==> config.mk <==
export PLATFORM = sky130hd
export DESIGN_NAME = multi_channel_blink_controller_top_flat
export DESIGN_NICKNAME = d
export VERILOG_FILES = /design/src/hdl/mcb_pkg.sv /design/src/hdl/mcb_cmd_if.sv /design/src/hdl/mcb_res_if.sv /design/src/hdl/mcb_channel.sv /design/src/hdl/multi_channel_blink_controller_top.sv /design/src/flat_wrapper.sv
export SDC_FILE = /design/constraint.sdc
export NUM_CORES = 1
export LEC_CHECK = 0
export ABC_AREA = 1
export BUFFER_PORTS_ARGS = -buffer_cell sky130_fd_sc_hd__buf_2
export CELL_PAD_IN_SITES_DETAIL_PLACEMENT = 0
export CELL_PAD_IN_SITES_GLOBAL_PLACEMENT = 2
export CORE_UTILIZATION = 37
export DETAILED_ROUTE_END_ITERATION = 8
export PLACE_DENSITY_LB_ADDON = 0.1
export SYNTH_ARGS = -nofsm -noshare
export SYNTH_HDL_FRONTEND = slang
export SYNTH_HIERARCHICAL = 1
export SYNTH_SLANG_ARGS = --single-unit
==> constraint.sdc <==
create_clock -name clk -period 2.47 [get_ports clk]
set_input_delay 0.247 -clock clk [delete_from_list [all_inputs] [get_ports clk]]
set_output_delay 0.247 -clock clk [all_outputs]
set_load 0.05 [all_outputs]
==> src/hdl/mcb_pkg.sv <==
// shared types and constants of the multi-channel blink controller
package mcb_pkg;

    localparam int CH_W   = 3;
    localparam int DATA_W = 8;
    localparam int OUT_W  = 8;

    localparam logic [DATA_W-1:0] EDGE_PRESET   = 8'hFE;
    localparam logic [DATA_W-1:0] FOREVER_LIMIT = 8'd100;

    typedef enum logic
    {
        OP_TICK  = 1'b0,
        OP_BLINK = 1'b1
    } mcb_op_t;

    typedef struct packed
    {
        mcb_op_t             opcode;
        logic [CH_W-1:0]     channel;
        logic [DATA_W-1:0]   repeat_count;
        logic [DATA_W-1:0]   high_ticks;
        logic [DATA_W-1:0]   low_ticks;
    } mcb_item_t;

    typedef struct packed
    {
        logic                tick;
        logic                start;
        logic [DATA_W-1:0]   repeat_count;
        logic [DATA_W-1:0]   high_ticks;
        logic [DATA_W-1:0]   low_ticks;
    } mcb_ctrl_t;

    typedef struct packed
    {
        logic                pin_next;
        logic                done;
    } mcb_stat_t;

endpackage

==> src/hdl/mcb_cmd_if.sv <==
// command channel: tick or blink request with valid/ready handshake
interface mcb_cmd_if;
    logic                         valid;
    logic                         ready;
    mcb_pkg::mcb_op_t             opcode;
    logic [mcb_pkg::CH_W-1:0]     channel;
    logic [mcb_pkg::DATA_W-1:0]   repeat_count;
    logic [mcb_pkg::DATA_W-1:0]   high_ticks;
    logic [mcb_pkg::DATA_W-1:0]   low_ticks;

    modport source
    (
        output valid, opcode, channel, repeat_count, high_ticks, low_ticks,
        input  ready
    );

    modport sink
    (
        input  valid, opcode, channel, repeat_count, high_ticks, low_ticks,
        output ready
    );
endinterface

==> src/hdl/mcb_res_if.sv <==
// result channel: pin levels and finished flags with valid/ready handshake
interface mcb_res_if;
    logic                         valid;
    logic                         ready;
    logic [mcb_pkg::OUT_W-1:0]    pin_levels;
    logic [mcb_pkg::OUT_W-1:0]    finished;

    modport source
    (
        output valid, pin_levels, finished,
        input  ready
    );

    modport sink
    (
        input  valid, pin_levels, finished,
        output ready
    );
endinterface

==> src/hdl/mcb_channel.sv <==
// state and update logic of one blinking channel
module mcb_channel
(
    input  logic               clk,
    input  logic               rst_n,
    input  mcb_pkg::mcb_ctrl_t ctrl,
    output mcb_pkg::mcb_stat_t stat
);
    import mcb_pkg::*;

    logic              pin_reg;
    logic              pin_next;
    logic [DATA_W-1:0] edge_reg;
    logic [DATA_W-1:0] edge_next;
    logic [DATA_W-1:0] toggles_reg;
    logic [DATA_W-1:0] toggles_next;
    logic              forever_reg;
    logic              forever_next;
    logic [DATA_W-1:0] high_reg;
    logic [DATA_W-1:0] low_reg;
    logic [DATA_W-1:0] edge_inc;
    logic [DATA_W-1:0] limit;
    logic              active;
    logic              done;

    assign active   = forever_reg || (toggles_reg != '0);
    assign edge_inc = edge_reg + DATA_W'(1);
    assign limit    = pin_reg ? high_reg : low_reg;

    always_comb
    begin
        pin_next     = pin_reg;
        edge_next    = edge_reg;
        toggles_next = toggles_reg;
        forever_next = forever_reg;
        done         = 1'b0;
        if (ctrl.start)
        begin
            pin_next  = 1'b0;
            edge_next = EDGE_PRESET;
            if (ctrl.repeat_count > FOREVER_LIMIT)
            begin
                forever_next = 1'b1;
                toggles_next = '0;
            end
            else
            begin
                forever_next = 1'b0;
                toggles_next = {ctrl.repeat_count[DATA_W-2:0], 1'b0};
            end
        end
        else if (ctrl.tick && active)
        begin
            if (edge_inc > limit)
            begin
                edge_next = DATA_W'(1);
                pin_next  = ~pin_reg;
                if (!forever_reg)
                begin
                    toggles_next = toggles_reg - DATA_W'(1);
                    done         = (toggles_reg == DATA_W'(1));
                end
            end
            else
            begin
                edge_next = edge_inc;
            end
        end
    end

    always_ff @(posedge clk or negedge rst_n)
    begin
        if (!rst_n)
        begin
            pin_reg     <= 1'b0;
            edge_reg    <= '0;
            toggles_reg <= '0;
            forever_reg <= 1'b0;
        end
        else
        begin
            pin_reg     <= pin_next;
            edge_reg    <= edge_next;
            toggles_reg <= toggles_next;
            forever_reg <= forever_next;
        end
    end

    // durations, written by a blink command only
    always_ff @(posedge clk)
    begin
        if (ctrl.start)
        begin
            high_reg <= ctrl.high_ticks;
            low_reg  <= ctrl.low_ticks;
        end
    end

    assign stat.pin_next = pin_next;
    assign stat.done     = done;

    a_start_preset: assert property (@(posedge clk) disable iff (!rst_n)
        ctrl.start |=> (edge_reg == EDGE_PRESET) && !pin_reg)
        else $error("blink command did not preset channel");

    a_forever_no_count: assert property (@(posedge clk) disable iff (!rst_n)
        forever_reg |-> (toggles_reg == '0))
        else $error("endless channel holds a toggle count");

    a_done_idle: assert property (@(posedge clk) disable iff (!rst_n)
        done |=> (toggles_reg == '0) && !forever_reg)
        else $error("channel reported done but remains armed");
endmodule

==> src/hdl/multi_channel_blink_controller_top.sv <==
// top level of the multi-channel blink controller
// One transfer in, one transfer out: every command (a tick for all channels or a
// blink request for one channel) yields one result with the pin levels after it and
// the channels that completed their counted blinks. A command is taken every cycle
// while results are taken. A command is first held in the input register. The
// channel registers are then updated in a single pass, and the result register is
// loaded at the same edge, from where the result is presented until it is taken.
// Channels at or above eight are updated by ticks but not reported; blink requests
// address channels 0 to 7 only.
module multi_channel_blink_controller_top
#(
    parameter int CHANNELS = 8
)
(
    input  logic      clk,
    input  logic      rst_n,
    mcb_cmd_if.sink   cmd,
    mcb_res_if.source res
);
    import mcb_pkg::*;

    localparam int ADDRESSABLE = 1 << CH_W;

    logic                s1_valid_reg;
    mcb_item_t           s1_item_reg;
    logic                res_valid_reg;
    logic [OUT_W-1:0]    res_pin_reg;
    logic [OUT_W-1:0]    res_fin_reg;
    logic                advance;
    logic                load;
    logic                go;
    logic [CHANNELS-1:0] sel;
    mcb_ctrl_t           ctrl [CHANNELS];
    mcb_stat_t           stat [CHANNELS];
    logic [OUT_W-1:0]    pin_shown;
    logic [OUT_W-1:0]    fin_shown;

    assign advance   = !res_valid_reg || res.ready;
    assign cmd.ready = !s1_valid_reg || advance;
    assign load      = cmd.valid && cmd.ready;
    assign go        = s1_valid_reg && advance;

    always_ff @(posedge clk or negedge rst_n)
    begin
        if (!rst_n)
        begin
            s1_valid_reg  <= 1'b0;
            res_valid_reg <= 1'b0;
        end
        else
        begin
            if (cmd.ready)
            begin
                s1_valid_reg <= cmd.valid;
            end
            if (advance)
            begin
                res_valid_reg <= s1_valid_reg;
            end
        end
    end

    always_ff @(posedge clk)
    begin
        if (load)
        begin
            s1_item_reg.opcode       <= cmd.opcode;
            s1_item_reg.channel      <= cmd.channel;
            s1_item_reg.repeat_count <= cmd.repeat_count;
            s1_item_reg.high_ticks   <= cmd.high_ticks;
            s1_item_reg.low_ticks    <= cmd.low_ticks;
        end
        if (go)
        begin
            res_pin_reg <= pin_shown;
            res_fin_reg <= fin_shown;
        end
    end

    genvar i;
    generate
        for (i = 0; i < CHANNELS; i++)
        begin : g_chan
            if (i < ADDRESSABLE)
            begin : g_sel
                assign sel[i] = (s1_item_reg.channel == CH_W'(i));
            end
            else
            begin : g_nosel
                assign sel[i] = 1'b0;
            end

            assign ctrl[i].tick         = go && (s1_item_reg.opcode == OP_TICK);
            assign ctrl[i].start        = go && (s1_item_reg.opcode == OP_BLINK) && sel[i];
            assign ctrl[i].repeat_count = s1_item_reg.repeat_count;
            assign ctrl[i].high_ticks   = s1_item_reg.high_ticks;
            assign ctrl[i].low_ticks    = s1_item_reg.low_ticks;

            mcb_channel u_channel
            (
                .clk   (clk),
                .rst_n (rst_n),
                .ctrl  (ctrl[i]),
                .stat  (stat[i])
            );
        end

        for (i = 0; i < OUT_W; i++)
        begin : g_out
            if (i < CHANNELS)
            begin : g_used
                assign pin_shown[i] = stat[i].pin_next;
                assign fin_shown[i] = stat[i].done;
            end
            else
            begin : g_unused
                assign pin_shown[i] = 1'b0;
                assign fin_shown[i] = 1'b0;
            end
        end
    endgenerate

    assign res.valid      = res_valid_reg;
    assign res.pin_levels = res_pin_reg;
    assign res.finished   = res_fin_reg;

    a_blink_no_finish: assert property (@(posedge clk) disable iff (!rst_n)
        (go && (s1_item_reg.opcode == OP_BLINK)) |=> (res_fin_reg == '0))
        else $error("blink command result reports finished channels");

    a_empty_accepts: assert property (@(posedge clk) disable iff (!rst_n)
        !s1_valid_reg |-> cmd.ready)
        else $error("empty input register refuses a transfer");

    a_full_blocks: assert property (@(posedge clk) disable iff (!rst_n)
        (res_valid_reg && !res.ready && s1_valid_reg) |-> !cmd.ready)
        else $error("transfer taken while pipeline is full and stalled");
endmodule

==> src/flat_wrapper.sv <==
// flat-port wrapper written by rule: the top's interface ports become plain ports
module multi_channel_blink_controller_top_flat import mcb_pkg::*;
#(
    parameter int CHANNELS = 8
)
  (clk, rst_n, cmd_valid, cmd_opcode, cmd_channel, cmd_repeat_count, cmd_high_ticks, cmd_low_ticks, cmd_ready, res_valid, res_pin_levels, res_finished, res_ready);
  mcb_cmd_if cmd_i ();
  mcb_res_if res_i ();
  input  logic clk;
  input  logic rst_n;
  input wire logic [$bits(cmd_i.valid)-1:0] cmd_valid;
  input wire logic [$bits(cmd_i.opcode)-1:0] cmd_opcode;
  input wire logic [$bits(cmd_i.channel)-1:0] cmd_channel;
  input wire logic [$bits(cmd_i.repeat_count)-1:0] cmd_repeat_count;
  input wire logic [$bits(cmd_i.high_ticks)-1:0] cmd_high_ticks;
  input wire logic [$bits(cmd_i.low_ticks)-1:0] cmd_low_ticks;
  output wire logic [$bits(cmd_i.ready)-1:0] cmd_ready;
  output wire logic [$bits(res_i.valid)-1:0] res_valid;
  output wire logic [$bits(res_i.pin_levels)-1:0] res_pin_levels;
  output wire logic [$bits(res_i.finished)-1:0] res_finished;
  input wire logic [$bits(res_i.ready)-1:0] res_ready;
  assign cmd_i.valid = cmd_valid;
  assign cmd_i.opcode = cmd_opcode;
  assign cmd_i.channel = cmd_channel;
  assign cmd_i.repeat_count = cmd_repeat_count;
  assign cmd_i.high_ticks = cmd_high_ticks;
  assign cmd_i.low_ticks = cmd_low_ticks;
  assign cmd_ready = cmd_i.ready;
  assign res_valid = res_i.valid;
  assign res_pin_levels = res_i.pin_levels;
  assign res_finished = res_i.finished;
  assign res_i.ready = res_ready;
  multi_channel_blink_controller_top #(.CHANNELS(CHANNELS)) u_core (.clk(clk), .rst_n(rst_n), .cmd(cmd_i), .res(res_i));
endmodule
==> results.md <==
- The critical register-to-register path startpoint is u_core/g_chan[5].u_channel/edge_reg[0]$_DFFE_PN0P_.
- Using the TritonRoute via totals, the vias-per-cell ratio works out to 4.90.
- The critical path crosses 15 cells after its start point.
- Traced cell by cell, the critical path runs through ha_2 -> nand2_1 -> nor2_2 -> nand2_1 -> xor2_1 -> inv_1 -> ha_1 -> nand2_2 -> nor2_4 -> nand2_1 -> nand2_4 -> nand3_4 -> buf_4 -> nand3_1 -> nand2_1.
- The gate family responsible for the most delay along the worst path is simple AND/OR/NAND/NOR gates.
- The data arrival time of the critical path is 2.80 ns.
- The peak clock frequency supported by timing is 426 MHz.
- VDD sags by at most 0.636 mV.
- The die outline width is 219 um.
- The met3 track demand over resource is 2.92%.
- The top cell types in the final layout, fill and taps aside, are sky130_fd_sc_hd__nand2_1, sky130_fd_sc_hd__edfxtp_1, sky130_fd_sc_hd__dfrtp_1.
- Cells with a size suffix above 1 make up 21.7% of the layout.
- The number of clock buffers inserted by TritonCTS is 40.
- The Yosys step of the flow raised 6 warnings.
- The final design utilization is 45.4%.
- The final routed wire length divided by cell count is 18.3 um.
- The synthesis-stage register bit count is 318.
- The worst max-slew margin expressed relative to the limit is 34.9%.
- The total of max-cap violations is 0.
- Setup slack closes at 0.121 ns.
- The die footprint is 48,000 um^2.
- The required time of the worst setup path is 2.92 ns.
- The area growth from synthesis to layout is 21.2%.
- Tracing the worst setup path back leads to its startpoint at u_core/g_chan[5].u_channel/edge_reg[0]$_DFFE_PN0P_.
- The final worst hold slack is 0.240 ns.
- The leakage power total is 9.42 nW.
- The number of standard-cell rows in the floorplan is 79.
- The most used routing layer in global routing is met2.
- The initial core utilization is 37.4%.
- On the worst path, the slowest cell contributes a delay of 0.39 ns.
- From bottom edge to top edge, the die measures 219 um.
- The area of the placeable core is 46,600 um^2.
- After the last flow step, the layout net total stands at 2,140.
- The number of remaining DRC errors is 0.
- The via count of the first global-routing pass is 12,543.
- The worst-case reg-to-reg path depth is 15.
- The first global-routing pass estimated 73,300 um of wire.
- The worst setup path is captured at a flip-flop.
- Across all layers, the routed design uses 13,042 vias.
- Of the available clock period, the critical path in the final layout requires 95.1%.
- The class of the most critical hold timing path is in -> async.
- The first TritonRoute pass finished after 5 iterations.
- The TritonCTS clock tree is done.
- The number of buffers and inverters on the critical path is 2.
- The global placement routability congestion is 0.801.
- Sequential elements use 50.6% of the synthesized area.
- The number of buffers on the longest clock path is 3.
- The final setup skew is 0.0171 ns.
- Before CTS, the worst setup slack after placement is -0.00482 ns.
- Detailed placement finished with a half-perimeter wire length of 31,600 um.
- The flow ran to the end, and the final reports show no timing, DRC or antenna violations.
- The number of flops mapped to enable cells by yosys is 172.
- For the worst-skew pair, the clock arrives at the later sink with an insertion delay of 0.56 ns.
- The met1 demand-to-capacity share in global routing is 28.4%.
- The count of boundary I/O pins is 50.
- The critical path launch point type is a flip-flop.
- The number of distinct library cell variants in the gate-level netlist after synthesis is 36.
- The capture instance of the worst register-to-register path is u_core/g_chan[5].u_channel/toggles_reg[3]$_DFFE_PN0P_.
- During placement, the flow inserted port buffers numbering 49.
- For flop-to-flop paths, the worst setup slack is 0.12 ns.
- The areal power density over the cells is 1170 nW/um^2.
- The actual slew at the worst max-slew pin is 0.977 ns.
- After clock tree synthesis, the clock-pin slew on the worst setup and hold paths is 0.06 ns.
- The total nets after synthesis is 1,980.
- The synthesized netlist cell count is 1,860.
- The number of fill cells in the layout is 4,462.
- The initial antenna violation count is 0.
- The dominant cell type by count on the critical path is sky130_fd_sc_hd__nand2_1.
- Setup violations remaining at the end of the flow were counted as 0.
- The cell sitting at the root of the clock tree is a sky130_fd_sc_hd__clkbuf_16.
- The slowest stage of the critical path belongs to the cell sky130_fd_sc_hd__dfrtp_1.
- In this run the cell area of the synthesized design comes to 17,400 um^2.
- Global routing used 33.3% of the available met2 tracks.
- The worst setup path is of the reg -> reg kind.
- The maximum fanout count along the critical path is 6.
- The number of hold violations in the final report is 0.
- The number of pins exceeding their max-slew limit in the final report was 0.
- The share of synthesized flip-flops with an asynchronous set or reset is 45.9%.
- The deepest level of the CTS H-tree is 2.
- For this run, the total global-route usage over all layers was measured as 20.4%.
- Global routing finished with a remaining overflow of 0.
- The initial DRC count is 760.
- The average instance in the mapped netlist occupies 9.37 um^2.
- In this run the remaining antenna-violating nets after routing total 0.
- The clock sink total is 318.
- The most instantiated flip-flop cell in the synthesis netlist is sky130_fd_sc_hd__edfxtp_1.
- The final layout contains routed wiring with a total length of 48,700 um.
- Leaving out fill and tap cells, the most frequent cell in the layout is sky130_fd_sc_hd__nand2_1.
- After layout, the minimum clock period comes to 2.35 ns.
- Entering global routing, the biggest net connects 53 pins.
==> logic make-up (layout without fill, tap and decap cells) <==
| logic type | after synthesis | in the layout | share of synthesized area, % |
|---|---|---|---|
| AOI/OAI and AO/OA | 192 | 192 | 5.91 |
| other | 0 | 1 | 0 |
| xor gates and xnor gates | 56 | 56 | 2.81 |
| adders and majority gates | 88 | 88 | 6.32 |
| DFF | 318 | 318 | 50.6 |
| and+or+nand+nor | 928 | 932 | 25.8 |
| muxes | 56 | 56 | 3.22 |
| buffers and inverters | 222 | 410 | 5.33 |
==> synthesized netlist by cell type (9+ instances only) <==
cell                         n  area, um^2
sky130_fd_sc_hd__nor2_4     18         203
sky130_fd_sc_hd__dfrtp_1   146        3650
sky130_fd_sc_hd__nand3_2    17         170
sky130_fd_sc_hd__buf_4      18         135
sky130_fd_sc_hd__nand2_2    18         113
sky130_fd_sc_hd__nand2_4    15         169
sky130_fd_sc_hd__o21ai_0    32         160
sky130_fd_sc_hd__nand2_1   476        1790
sky130_fd_sc_hd__ha_1       88        1100
sky130_fd_sc_hd__nand4_1    24         150
sky130_fd_sc_hd__a21oi_1    96         480
sky130_fd_sc_hd__mux2i_1    56         561
sky130_fd_sc_hd__xnor2_1    24         210
sky130_fd_sc_hd__nand3_4     9         158
sky130_fd_sc_hd__inv_1     135         507
sky130_fd_sc_hd__xor2_1     32         280
sky130_fd_sc_hd__buf_2      23         115
sky130_fd_sc_hd__nor2_2     40         250
sky130_fd_sc_hd__nand3_1   128         641
sky130_fd_sc_hd__nor2_1    143         537
sky130_fd_sc_hd__o21ai_1    40         200
sky130_fd_sc_hd__edfxtp_1  172        5160
sky130_fd_sc_hd__inv_2      31         116
==> layer usage <==
metal | up-vias | share of wire (%)
li1 | 6546 | -
met1 | 6237 | 48
met2 | 205 | 46
met3 | 54 | 3.6
met4 | 0 | 2.0
met5 | - | 0
==> worst max path at each step <==
stage / to / slack, ns
2_1_floorplan: u_core/res.pin_levels[0]$_DFFE_PP_ / -0.29
3_3_place_gp: u_core/g_chan[4].u_channel/edge_reg[0]$_DFFE_PN0P_ / 0.009
3_5_place_dp: u_core/g_chan[4].u_channel/edge_reg[0]$_DFFE_PN0P_ / -0.005
4_1_cts: u_core/g_chan[6].u_channel/toggles_reg[1]$_DFFE_PN0P_ / 0.009
5_1_grt: u_core/g_chan[5].u_channel/edge_reg[0]$_DFFE_PN0P_ / -0.03
6_report: u_core/g_chan[5].u_channel/toggles_reg[3]$_DFFE_PN0P_ / 0.12
==> where the power goes <==
group          total [W]  switching, W  internal [W]
combinational     0.0101       0.00590       0.00416
sequential       0.00835       0.00152       0.00683
clock            0.00623       0.00235       0.00388
==> stage by stage <==
stage	TNS, ns	cell area [um^2]	cells	total power, W
floorplan	-15.35	17400	1860	0.0153
global placement	0	18600	2515	0.0174
detailed placement	-0.00629	18600	2515	0.0175
CTS	0	20300	2624	0.0239
global route	-0.148	21100	2659	0.0266
finish	0	21100	2660	0.0246
==> final cells by class <==
cell class / instances / area [um^2] / area share, %
Timing Repair Buffer: 162 / 1250 / 5.91
Multi-Input combinational cell: 1324 / 8250 / 39.0
Tap cell: 607 / 759 / 3.59
Clock inverter: 19 / 254 / 1.20
Clock buffer: 55 / 1150 / 5.43
Sequential cell: 318 / 8820 / 41.7
Inverter: 174 / 653 / 3.09
Antenna cell: 1 / 2.50 / 0.0118
==> what timing repair did <==
action / CTS / global route
gates resized for setup: 2 / 117
hold buffers: 32 / 0
endpoints found under the setup margin: 13 / 146
hold endpoints to repair: 79 / 0
pin swaps: 1 / 44
cloned: 0 / 4
setup buffers: 3 / 31
Power figures use the tool's default switching activity.
